<file path="src/rtl/swc_pkg.sv">
// ----------------------------------------------------------------------------
// swc_pkg
// Shared types, constants and the dictionary for the stopword counter.
// ----------------------------------------------------------------------------
`default_nettype none

package swc_pkg;

    // field widths fixed by the interface
    localparam int BYTE_W       = 8;
    localparam int WORD_INDEX_W = 5;
    localparam int POS_W        = 48;
    localparam int OUT_CNT_W    = 48;
    localparam int DICT_WORD_W  = 64;
    localparam int DICT_LEN_W   = 4;

    // dictionary size
    localparam int DICT_SIZE = 20;

    // configuration port
    localparam int APB_ADDR_W = 4;
    localparam int APB_DATA_W = 64;
    localparam logic REG_BASE_OFFSET = 1'b0;

    // character codes
    localparam logic [BYTE_W-1:0] CHAR_SPACE  = 8'h20;
    localparam logic [BYTE_W-1:0] CHAR_UPPER_A = 8'h41;
    localparam logic [BYTE_W-1:0] CHAR_UPPER_Z = 8'h5a;
    localparam logic [BYTE_W-1:0] CASE_OFFSET  = 8'h20;

    // saturation limit of positions and reported counts
    localparam logic [POS_W-1:0] POS_MAX = {POS_W{1'b1}};

    // control part of a request travelling through the chain
    typedef struct packed {
        logic                    valid;
        logic                    hit;
        logic [WORD_INDEX_W-1:0] idx;
    } t_ctl;

    // one dictionary entry, first byte highest, right aligned
    typedef struct packed {
        logic [DICT_LEN_W-1:0]  len;
        logic [DICT_WORD_W-1:0] word;
    } t_dict;

    // dictionary lookup, entries past the table have length zero and never match
    function automatic t_dict dict_entry(input int idx);
        t_dict d;
        d.len  = '0;
        d.word = '0;
        case (idx)
            0:  begin d.len = 4'd3; d.word = 64'h746865;   end
            1:  begin d.len = 4'd2; d.word = 64'h6265;     end
            2:  begin d.len = 4'd2; d.word = 64'h746f;     end
            3:  begin d.len = 4'd2; d.word = 64'h6f66;     end
            4:  begin d.len = 4'd3; d.word = 64'h616e64;   end
            5:  begin d.len = 4'd1; d.word = 64'h61;       end
            6:  begin d.len = 4'd2; d.word = 64'h696e;     end
            7:  begin d.len = 4'd4; d.word = 64'h74686174; end
            8:  begin d.len = 4'd4; d.word = 64'h68617665; end
            9:  begin d.len = 4'd1; d.word = 64'h69;       end
            10: begin d.len = 4'd2; d.word = 64'h6974;     end
            11: begin d.len = 4'd3; d.word = 64'h666f72;   end
            12: begin d.len = 4'd3; d.word = 64'h6e6f74;   end
            13: begin d.len = 4'd2; d.word = 64'h6f6e;     end
            14: begin d.len = 4'd4; d.word = 64'h77697468; end
            15: begin d.len = 4'd2; d.word = 64'h6865;     end
            16: begin d.len = 4'd2; d.word = 64'h6173;     end
            17: begin d.len = 4'd3; d.word = 64'h796f75;   end
            18: begin d.len = 4'd2; d.word = 64'h646f;     end
            19: begin d.len = 4'd2; d.word = 64'h6174;     end
            default: begin d.len = '0; d.word = '0; end
        endcase
        return d;
    endfunction

endpackage

`default_nettype wire

</file>
<file path="src/rtl/swc_front.sv">
// ----------------------------------------------------------------------------
// swc_front
// Word assembly: case folding, word buffer, byte position and start position.
// ----------------------------------------------------------------------------
`default_nettype none

module swc_front #(
    parameter int MAX_WORD_LEN = 4
) (
    input  wire logic                                  i_clk,
    input  wire logic                                  i_rst_n,
    input  wire logic                                  i_fire,
    input  wire logic [swc_pkg::BYTE_W-1:0]            i_text_byte,
    input  wire logic [swc_pkg::POS_W-1:0]             i_base_offset,
    output logic                                       o_tok_valid,
    output logic [swc_pkg::BYTE_W*MAX_WORD_LEN-1:0]    o_tok_word,
    output logic [$clog2(MAX_WORD_LEN+1)-1:0]          o_tok_len,
    output logic [swc_pkg::POS_W-1:0]                  o_tok_start
);

    localparam int WORD_W = swc_pkg::BYTE_W * MAX_WORD_LEN;
    localparam int LEN_W  = $clog2(MAX_WORD_LEN + 1);

    logic [WORD_W-1:0]         r_word, n_word;
    logic [LEN_W-1:0]          r_len, n_len;
    logic                      r_too_long, n_too_long;
    logic [swc_pkg::POS_W-1:0] r_pos, n_pos;

    logic                      is_space;
    logic [swc_pkg::BYTE_W-1:0] folded;
    logic [swc_pkg::POS_W:0]   sum;
    logic [swc_pkg::POS_W:0]   diff;

    // byte classification and case folding
    always_comb begin
        is_space = (i_text_byte == swc_pkg::CHAR_SPACE);
        if (i_text_byte >= swc_pkg::CHAR_UPPER_A && i_text_byte <= swc_pkg::CHAR_UPPER_Z) begin
            folded = i_text_byte + swc_pkg::CASE_OFFSET;
        end else begin
            folded = i_text_byte;
        end
    end

    // request toward the chain when a space closes a word that can still match
    always_comb begin
        o_tok_valid = is_space && (r_len != '0) && !r_too_long;
        o_tok_word  = r_word;
        o_tok_len   = r_len;
        sum  = {1'b0, i_base_offset} + {1'b0, r_pos};
        diff = sum - (swc_pkg::POS_W+1)'(r_len);
        if (sum < (swc_pkg::POS_W+1)'(r_len)) begin
            o_tok_start = '0;
        end else if (diff[swc_pkg::POS_W]) begin
            o_tok_start = swc_pkg::POS_MAX;
        end else begin
            o_tok_start = diff[swc_pkg::POS_W-1:0];
        end
    end

    // next word state
    always_comb begin
        n_word     = r_word;
        n_len      = r_len;
        n_too_long = r_too_long;
        n_pos      = r_pos;
        if (i_fire) begin
            if (is_space) begin
                n_word     = '0;
                n_len      = '0;
                n_too_long = 1'b0;
            end else if (r_len < LEN_W'(MAX_WORD_LEN)) begin
                n_word = (r_word << swc_pkg::BYTE_W) | WORD_W'(folded);
                n_len  = LEN_W'(r_len + 1'b1);
            end else begin
                n_too_long = 1'b1;
            end
            if (r_pos != swc_pkg::POS_MAX) begin
                n_pos = r_pos + 1'b1;
            end
        end
    end

    // word state registers
    always_ff @(posedge i_clk) begin
        if (!i_rst_n) begin
            r_word     <= '0;
            r_len      <= '0;
            r_too_long <= 1'b0;
            r_pos      <= '0;
        end else begin
            r_word     <= n_word;
            r_len      <= n_len;
            r_too_long <= n_too_long;
            r_pos      <= n_pos;
        end
    end

endmodule

`default_nettype wire

</file>
<file path="config.mk">
export PLATFORM = sky130hd
export DESIGN_NAME = swc_front
export DESIGN_NICKNAME = d
export VERILOG_FILES = /design/src/rtl/swc_pkg.sv /design/src/rtl/swc_front.sv
export SDC_FILE = /design/constraint.sdc
export NUM_CORES = 1
export LEC_CHECK = 0
export ABC_AREA = 0
export BUFFER_PORTS_ARGS = -buffer_cell sky130_fd_sc_hd__clkbuf_2
export CORE_ASPECT_RATIO = 1.1
export CORE_MARGIN = 2
export CORE_UTILIZATION = 46
export CTS_CLUSTER_DIAMETER = 120
export CTS_CLUSTER_SIZE = 25
export DETAILED_ROUTE_END_ITERATION = 16
export PLACE_DENSITY = 0.66
export REMOVE_ABC_BUFFERS = 1
export SLEW_MARGIN = 20
export SYNTH_ARGS = -nofsm -noshare
export SYNTH_HDL_FRONTEND = slang
export SYNTH_SLANG_ARGS = --single-unit
</file>
<file path="constraint.sdc">
create_clock -name i_clk -period 6.5 [get_ports i_clk]
set_input_delay 0.325 -clock i_clk [delete_from_list [all_inputs] [get_ports i_clk]]
set_output_delay 0.325 -clock i_clk [all_outputs]
set_load 0.005 [all_outputs]
</file>
==> metrics.cfg <==
[floorplan]
die_area_mm2=0.01872
die_h_um=143.3
initial_core_util=0.4735
num_io_pins=143
core_area_mm2=0.01714
rows=50
dieWidth_um=130.7

[detailed_routing]
avgViaCountPerCell=5.704
firstDrtPassIters=5
finalWirelength_um=22260
ant_nets=0
drc=0
vias=8106
first_iter_violations=542
wl_per_cell_um=15.67

[finish]
area_delta_synth_final_pct=14.09
fin_nets=1298
final_area_mm2=0.009260
fillers=1761
drive_above_1_share=0.1567
antenna_cells=0

[placement]
globalplace.congestion=0.9631
io_buffers=142
dpl_cell_area_mm2=0.008920
place_hpwl_um=17690

[cts]
cts_tree=built
ctsResizeCount=0
htreeDepth=3
clock-root-buffer=clkbuf_16
cts_sinks=84
clock_latency_ps=340
cts.path.max_buffers=2
cts_setup_buffers=0
clk_pin_slew_ps=60
cts_buffers=9
hold_buffers=0

[setup_path]
crit_path_end_kind=output pin
worst_setup_path_start_kind=flop
path_max_fanout=40
worstPathArrival_ps=5590
criticalPathCategory=reg -> out
crit_required_ps=6170

[pwr]
vdd_ir_drop_max_mv=0.1615
total_power_w=0.001364
leakage_nw=3.830
p_per_area_mw_per_mm2=147.3

[grt]
grt_max_degree=84
track_usage=0.2365
grt_pass1_wl_um=35990
grt_pass1_vias=7209
antenna_found_initial=0
grt-ovfl-total=0

[timing]
hold_ws_ps=281.4
period_share=0.9104
fin_crit_ps=5918
rsz0062_at_grt=false
slew_headroom=0.2966
timing_max_transition_violations_final=0
clock_skew_ps=4.461
fmax_mhz=169.0
hold_viol_final=0
worst_pin_slew_ps=1055
finalSetupViolCount=0
setup_tns_ps=0

[synthesis]
syn_avg_cell_area_um2=7.557
synthAdderAreaFrac=0.08972
yosysMostFrequentCell=a21oi_1
synthMuxAreaShare=0.004933
synth-xor-area-share=0.1221
yosysUniqueCellTypes=79
synth_top_family_by_area=simple AND/OR/NAND/NOR gates
ys.flop_type=dfxtp_1
synth_top_cell_by_area=dfxtp_1
synth-seq-area-share=0.2072
synth_area_mm2=0.008117
synth-edff-count=0
synthArstFlopShare=0
synth_warnings=0
yosys-top-cells-area=dfxtp_1 (21%), ha_1 (8.5%), xnor2_1 (8.2%), a21oi_1 (6.4%), nand2_1 (4.5%)
synth_top_area_share=0.2072
synth.top_cells.by_count=a21oi_1 (103), nand2_1 (98), dfxtp_1 (84)
synth-compound-area-share=0.2488
synth-simple-area-share=0.2853
yosys_register_bits=84
syn_inst=1074

[flow_run]
cap_violations=0

[run_status]
status=finished clean

[min_path]
hp-class=in -> reg

## critical path, stage by stage (launching register included)
cell       delay, ps
dfxtp_1          420
ha_1             320
nor2b_1          190
o2111ai_1        400
nand2_1          210
o311ai_1         630
nand2_1          130
or4b_1           580
or4_4            570
or3_1            460
nand2b_4         200
nor3_2           460
buf_4            450
a21oi_1           80
clkbuf_2         140
## power by group
group	switching, W	leakage [nW]	internal [W]	total, W
sequential	0.00000780	0.680	0.000523	0.000531
combinational	0.000140	2.99	0.000110	0.000251
clock	0.000206	0.163	0.000376	0.000582
total	0.000354	3.83	0.00101	0.00136
## final cells by class
cell class                 count  area (um2)  share of cell area
tap                          234       292.8             0.03162
clock buffer                  10       229.0             0.02473
sequential                    84        1682              0.1816
clock inverter                 6       111.4             0.01203
inverter                      26       97.59             0.01054
multi-input combinational    914        6100              0.6587
timing repair buffer         147       748.2             0.08080
## cells by family after synthesis
family,count (synthesis)
AND/OR/NAND/NOR,428
AO/OA/AOI/OAI,314
XOR/XNOR,111
flip-flops,84
buffers and inverters,76
adder cells (fa/ha/maj),57
multiplexers,4
## layout by cell type, fill, tap and decap left out, types with 14 or more instances in the layout
cell / synthesis / final
a21oi_1: 103 / 103
and3_1: 14 / 14
or3_1: 28 / 28
a22oi_1: 27 / 27
inv_1: 26 / 26
nand3_1: 25 / 25
ha_1: 55 / 55
nor3_1: 26 / 25
nor2b_1: 34 / 34
dfxtp_1: 84 / 84
xor2_1: 34 / 34
and2_1: 45 / 45
nand2_1: 98 / 98
a21o_1: 22 / 22
nor2_1: 77 / 77
nand4_1: 26 / 26
o21ai_0: 54 / 54
a21boi_0: 18 / 18
clkbuf_2: 0 / 142
xnor2_1: 76 / 76
## through the flow
step / setup WS, ps / utilization / std cells
2_1_floorplan: 24.87 / - / 1024
3_3_place_gp: 988.1 / 0.5204 / 1405
3_5_place_dp: 942.4 / 0.5204 / 1405
4_1_cts: 648.9 / 0.5402 / 1421
5_1_grt: 132.8 / 0.5402 / 1421
6_report: 582.4 / 0.5402 / 1421
## state kept, by name, indices dropped and copies added, names as in the netlist
name and cells:
o_tok_len 3, r_pos 48, r_too_long 1, o_tok_word 32
## per-layer routing
layer	vias to the layer above	share of wire	GRT usage
li1	4141	-	-
met4	0	0.012	0.05375
met3	22	0.051	0.02829
met5	-	0	0
met1	3721	0.48	0.3400
met2	222	0.45	0.3786
## worst paths after layout
check,startpoint,slack [ps],to,depth (start not counted)
max,r_pos[2]$_SDFFE_PN0P_,580,o_tok_start[2],14
min,i_text_byte[3],280,o_tok_word[3]$_SDFFE_PN0P_,3
max reg2reg,r_pos[14]$_SDFFE_PN0P_,3010,r_pos[41]$_SDFFE_PN0P_,10
min reg2reg,r_too_long$_SDFFE_PN0P_,480,r_too_long$_SDFFE_PN0P_,2
Note: power is estimated with default switching activity, not from simulation.
