$ cat src/rtl/swc_pkg.sv
// ----------------------------------------------------------------------------
// swc_pkg
// Shared types, constants and the dictionary for the stopword counter.
// ----------------------------------------------------------------------------
`default_nettype none

package swc_pkg;

    // field widths fixed by the interface
    localparam int BYTE_W       = 8;
    localparam int WORD_INDEX_W = 5;
    localparam int POS_W        = 48;
    localparam int OUT_CNT_W    = 48;
    localparam int DICT_WORD_W  = 64;
    localparam int DICT_LEN_W   = 4;

    // dictionary size
    localparam int DICT_SIZE = 20;

    // configuration port
    localparam int APB_ADDR_W = 4;
    localparam int APB_DATA_W = 64;
    localparam logic REG_BASE_OFFSET = 1'b0;

    // character codes
    localparam logic [BYTE_W-1:0] CHAR_SPACE  = 8'h20;
    localparam logic [BYTE_W-1:0] CHAR_UPPER_A = 8'h41;
    localparam logic [BYTE_W-1:0] CHAR_UPPER_Z = 8'h5a;
    localparam logic [BYTE_W-1:0] CASE_OFFSET  = 8'h20;

    // saturation limit of positions and reported counts
    localparam logic [POS_W-1:0] POS_MAX = {POS_W{1'b1}};

    // control part of a request travelling through the chain
    typedef struct packed {
        logic                    valid;
        logic                    hit;
        logic [WORD_INDEX_W-1:0] idx;
    } t_ctl;

    // one dictionary entry, first byte highest, right aligned
    typedef struct packed {
        logic [DICT_LEN_W-1:0]  len;
        logic [DICT_WORD_W-1:0] word;
    } t_dict;

    // dictionary lookup, entries past the table have length zero and never match
    function automatic t_dict dict_entry(input int idx);
        t_dict d;
        d.len  = '0;
        d.word = '0;
        case (idx)
            0:  begin d.len = 4'd3; d.word = 64'h746865;   end
            1:  begin d.len = 4'd2; d.word = 64'h6265;     end
            2:  begin d.len = 4'd2; d.word = 64'h746f;     end
            3:  begin d.len = 4'd2; d.word = 64'h6f66;     end
            4:  begin d.len = 4'd3; d.word = 64'h616e64;   end
            5:  begin d.len = 4'd1; d.word = 64'h61;       end
            6:  begin d.len = 4'd2; d.word = 64'h696e;     end
            7:  begin d.len = 4'd4; d.word = 64'h74686174; end
            8:  begin d.len = 4'd4; d.word = 64'h68617665; end
            9:  begin d.len = 4'd1; d.word = 64'h69;       end
            10: begin d.len = 4'd2; d.word = 64'h6974;     end
            11: begin d.len = 4'd3; d.word = 64'h666f72;   end
            12: begin d.len = 4'd3; d.word = 64'h6e6f74;   end
            13: begin d.len = 4'd2; d.word = 64'h6f6e;     end
            14: begin d.len = 4'd4; d.word = 64'h77697468; end
            15: begin d.len = 4'd2; d.word = 64'h6865;     end
            16: begin d.len = 4'd2; d.word = 64'h6173;     end
            17: begin d.len = 4'd3; d.word = 64'h796f75;   end
            18: begin d.len = 4'd2; d.word = 64'h646f;     end
            19: begin d.len = 4'd2; d.word = 64'h6174;     end
            default: begin d.len = '0; d.word = '0; end
        endcase
        return d;
    endfunction

endpackage

`default_nettype wire

$ cat src/rtl/swc_cell.sv
// ----------------------------------------------------------------------------
// swc_cell
// One dictionary word: compares the passing request and keeps its counter.
// ----------------------------------------------------------------------------
`default_nettype none

module swc_cell #(
    parameter int CELL_IDX     = 0,
    parameter int MAX_WORD_LEN = 4,
    parameter int COUNT_WIDTH  = 48
) (
    input  wire logic                                  i_clk,
    input  wire logic                                  i_rst_n,
    input  wire swc_pkg::t_ctl                         i_ctl,
    input  wire logic [swc_pkg::BYTE_W*MAX_WORD_LEN-1:0] i_word,
    input  wire logic [$clog2(MAX_WORD_LEN+1)-1:0]     i_len,
    input  wire logic [swc_pkg::POS_W-1:0]             i_start,
    input  wire logic [swc_pkg::OUT_CNT_W-1:0]         i_cnt,
    input  wire logic                                  i_down_take,
    output logic                                       o_take,
    output swc_pkg::t_ctl                              o_ctl,
    output logic [swc_pkg::BYTE_W*MAX_WORD_LEN-1:0]    o_word,
    output logic [$clog2(MAX_WORD_LEN+1)-1:0]          o_len,
    output logic [swc_pkg::POS_W-1:0]                  o_start,
    output logic [swc_pkg::OUT_CNT_W-1:0]              o_cnt
);

    localparam int WORD_W = swc_pkg::BYTE_W * MAX_WORD_LEN;
    localparam int LEN_W  = $clog2(MAX_WORD_LEN + 1);
    localparam swc_pkg::t_dict DICT = swc_pkg::dict_entry(CELL_IDX);

    swc_pkg::t_ctl                 r_ctl;
    logic [WORD_W-1:0]             r_word;
    logic [LEN_W-1:0]              r_len;
    logic [swc_pkg::POS_W-1:0]     r_start;
    logic [swc_pkg::OUT_CNT_W-1:0] r_cnt, n_cnt;
    logic [COUNT_WIDTH-1:0]        r_count, n_count;
    swc_pkg::t_ctl                 n_ctl;

    logic                          match;
    logic [63:0]                   count_ext;

    // slot is free when empty or when the next stage takes its content
    assign o_take = !r_ctl.valid || i_down_take;

    // compare against this cell's dictionary word
    always_comb begin
        match = i_ctl.valid && !i_ctl.hit
             && (swc_pkg::DICT_LEN_W'(i_len) == DICT.len)
             && (swc_pkg::DICT_WORD_W'(i_word) == DICT.word);
    end

    // counter update and reported count
    always_comb begin
        n_ctl   = i_ctl;
        n_cnt   = i_cnt;
        n_count = r_count;
        if (r_count != {COUNT_WIDTH{1'b1}}) begin
            n_count = r_count + 1'b1;
        end
        count_ext = 64'(n_count);
        if (match) begin
            n_ctl.hit = 1'b1;
            n_ctl.idx = swc_pkg::WORD_INDEX_W'(CELL_IDX);
            if (count_ext > 64'(swc_pkg::POS_MAX)) begin
                n_cnt = swc_pkg::OUT_CNT_W'(swc_pkg::POS_MAX);
            end else begin
                n_cnt = count_ext[swc_pkg::OUT_CNT_W-1:0];
            end
        end
    end

    // control and counter registers
    always_ff @(posedge i_clk) begin
        if (!i_rst_n) begin
            r_ctl   <= '0;
            r_count <= '0;
        end else begin
            if (o_take) begin
                r_ctl <= n_ctl;
            end
            if (o_take && match) begin
                r_count <= n_count;
            end
        end
    end

    // request payload registers
    always_ff @(posedge i_clk) begin
        if (o_take) begin
            r_word  <= i_word;
            r_len   <= i_len;
            r_start <= i_start;
            r_cnt   <= n_cnt;
        end
    end

    assign o_ctl   = r_ctl;
    assign o_word  = r_word;
    assign o_len   = r_len;
    assign o_start = r_start;
    assign o_cnt   = r_cnt;

endmodule

`default_nettype wire

$ cat config.mk
export PLATFORM = sky130hd
export DESIGN_NAME = swc_cell
export DESIGN_NICKNAME = d
export VERILOG_FILES = /design/src/rtl/swc_pkg.sv /design/src/rtl/swc_cell.sv
export SDC_FILE = /design/constraint.sdc
export NUM_CORES = 1
export LEC_CHECK = 0
export ABC_CLOCK_PERIOD_IN_PS = 5550
export BUFFER_PORTS_ARGS = -buffer_cell sky130_fd_sc_hd__clkbuf_2
export CORE_ASPECT_RATIO = 1.5
export CORE_MARGIN = 2
export CORE_UTILIZATION = 35
export CTS_CLUSTER_DIAMETER = 100
export DETAILED_ROUTE_END_ITERATION = 8
export PLACE_DENSITY = 0.7
export SLEW_MARGIN = 20
export SYNTH_ARGS = -nofsm -noshare
export SYNTH_HDL_FRONTEND = slang
export SYNTH_SLANG_ARGS = --single-unit
$ cat constraint.sdc
create_clock -name i_clk -period 5.55 [get_ports i_clk]
set_input_delay 1.11 -clock i_clk [delete_from_list [all_inputs] [get_ports i_clk]]
set_output_delay 1.11 -clock i_clk [all_outputs]
set_load 0.1 [all_outputs]
==> impl_metrics.json <==
{
  "reg2reg_from": "r_count[0]",
  "drv_cap": 0,
  "fin_crit_ns": 3.37,
  "critPathCaptureType": "flop",
  "hp-class": "flop to flop",
  "syn-instance-count": 706,
  "worstSetupPathType": "flop to flop",
  "routed_wl_um": 21300,
  "grt_pass1_wl_um": 31500,
  "synth_fp_nets": 848,
  "io-pin-count": 280,
  "cts.path.max_buffers": 2,
  "fin_nets": 1107,
  "syn_avg_cell_area_um2": 11.6,
  "cts_made_buffers": 17,
  "crit_path_start": "r_count[0]",
  "slew_violations": 0,
  "synth.top_cell.area_share_pct": 48.2,
  "clock_sinks": 186,
  "antenna_found_initial": 0,
  "drt-initial-drc-count": 456,
  "syn_area_um2": 8160,
  "fin_util_pct": 45.2,
  "power_density_nw_per_um2": 336,
  "hold_buffers": 0,
  "critPathRequiredTime_ns": 5.69,
  "nFillCells": 2107,
  "ff_latch_area_um2": 5030,
  "clock_skew_ns": 0.0127,
  "yosysTopAreaCell": "edfxtp_1",
  "setup_viol": 0,
  "clock_latency_ns": 0.44,
  "core_um2": 23000,
  "grt_overflow": 0,
  "fin_setup_tns_ns": 0,
  "num_rows": 68,
  "n_antenna_cell": 0,
  "synth-edff-count": 131,
  "wl_per_cell_um": 16.9,
  "most-common-layout-cells": "279 x clkbuf_2, 131 x edfxtp_1, 87 x nand2_1, 55 x xnor2_1, 55 x dfxtp_1",
  "max_freq_mhz": 297,
  "die_w_um": 129,
  "hold_start": "o_ctl[3]",
  "routabilityCongestion": 0.893,
  "rsz0062_at_grt": "no",
  "clkTransAtPathRegs_ns": 0.07,
  "grt_max_degree": 138,
  "synth.area.top_cells": "edfxtp_1 48%, dfxtp_1 14%, xnor2_1 5.9%",
  "cts_tree": "done",
  "hold_viol": 0,
  "ant_nets": 0,
  "relSlewSlack_pct": 30.8,
  "routed-via-count": 6279,
  "cp.arrival_ns": 3.51,
  "yosysUniqueCellTypes": 42,
  "finalCritPeriodShare_pct": 60.7,
  "ctsResizeCount": 0,
  "grt_pass1_vias": 6003,
  "cts_setup_buffers": 0,
  "crit_path_start_kind": "flop",
  "status": "complete, no violations",
  "ys.flop_type": "edfxtp_1",
  "async_flop_share_pct": 0,
  "yosys_warnings": 0,
  "area_growth_pct": 27.4,
  "ir_drop_mv": 0.184,
  "cp_max_fo": 42,
  "layout_commonest_cell": "clkbuf_2",
  "multi_input_area_um2": 2950,
  "max_slew.worst_pin.slew_ns": 1.04,
  "die-area_um2": 24600,
  "die_h_um": 191,
  "ys_ff_latch": 186,
  "avgViaCountPerCell": 4.99,
  "start_util_pct": 35.5,
  "cts.htree.levels": 4,
  "ys_seq_area_share_pct": 61.7,
  "first_pass_iters": 5,
  "root_buffer": "clkbuf_16",
  "p_leak_nw": 4.19,
  "dp_hpwl_um": 15300,
  "io_buffers": 279,
  "layout-drive-gt1-share_pct": 33.2,
  "track_usage_pct": 17.0,
  "drc": 0
}
synthesized netlist by cell type, drive strengths merged, types with 3 or more instances:
cell and number:
xor2 33, nand3 55, nand4 28, xnor2 55, edfxtp 131, or4 3
or3 4, nor2 15, a21boi 7, buf 7, nor4 21, o21ai 50
and3 9, inv 4, nor4bb 6, dfxtp 55, and4 6, clkbuf 36
a21oi 3, nor4b 3, nor3 19, nand4b 4, nand2 87, and2 46
nor2b 5
cell families after synthesis:
logic type / share of synthesized area [%]
xor gates and xnor gates: 9.45
AOI/OAI and AO/OA: 4.68
adders and majority gates: 0.153
DFF: 61.7
muxes: 0.245
and+or+nand+nor: 21.5
buffers and inverters: 2.27
where the power goes:
part           leakage (nW)  switching (mW)  internal, mW  total, mW
Combinational          2.10           0.588        0.0904      0.678
Sequential             1.80          0.0194          1.56       1.58
Clock                 0.294           0.516         0.715       1.23
Total                  4.19            1.12          2.37       3.49
stage by stage:
step	instances	setup slack (ns)	power, mW	hold WS [ns]	instance area (um2)
2_1_floorplan	706	0.967	2.17	0.492	8160
3_3_place_gp	1226	1.76	2.29	0.453	9790
3_5_place_dp	1226	1.74	2.29	0.462	9790
4_1_cts	1258	2.14	3.53	0.470	10400
5_1_grt	1258	1.88	3.60	0.488	10400
6_report	1258	2.18	3.49	0.466	10400
state kept, by name (all words and copies together), names as in the netlist:
register	cells
o_start	48
o_word	32
o_len	3
o_cnt	48
o_ctl	7
r_count	48
critical path: stages (launching register included):
cell,delay [ns]
dfxtp_1,0.47
ha_1,0.29
nand3_4,0.14
nor4_2,0.59
nand4_1,0.60
buf_4,0.47
nand3_1,0.15
xor2_1,0.24
o21ai_0,0.11
per-layer routing:
metal	routed length, um	GRT usage [%]
met3	1090	3.75
met5	0	0
met1	7560	16.6
met4	691	8.70
met2	11900	32.8
area by class of cell:
cell class              count  area share [%]
flip-flops and latches    186            48.5
well taps                 280            3.37
repair buffers            283            13.8
inverters                   4           0.181
multi-input cells         473            28.4
clock buffers              23            4.70
clock inverters             9            1.08
worst paths after layout:
path / to / slack [ns] / cells past startpoint
max: o_cnt[14] / 2.18 / 8
min: o_ctl[3] / 0.47 / 2
max reg2reg: o_cnt[14] / 2.18 / 8
min reg2reg: o_ctl[3] / 0.47 / 2
No activity file was read; power rests on OpenSTA's default activity.
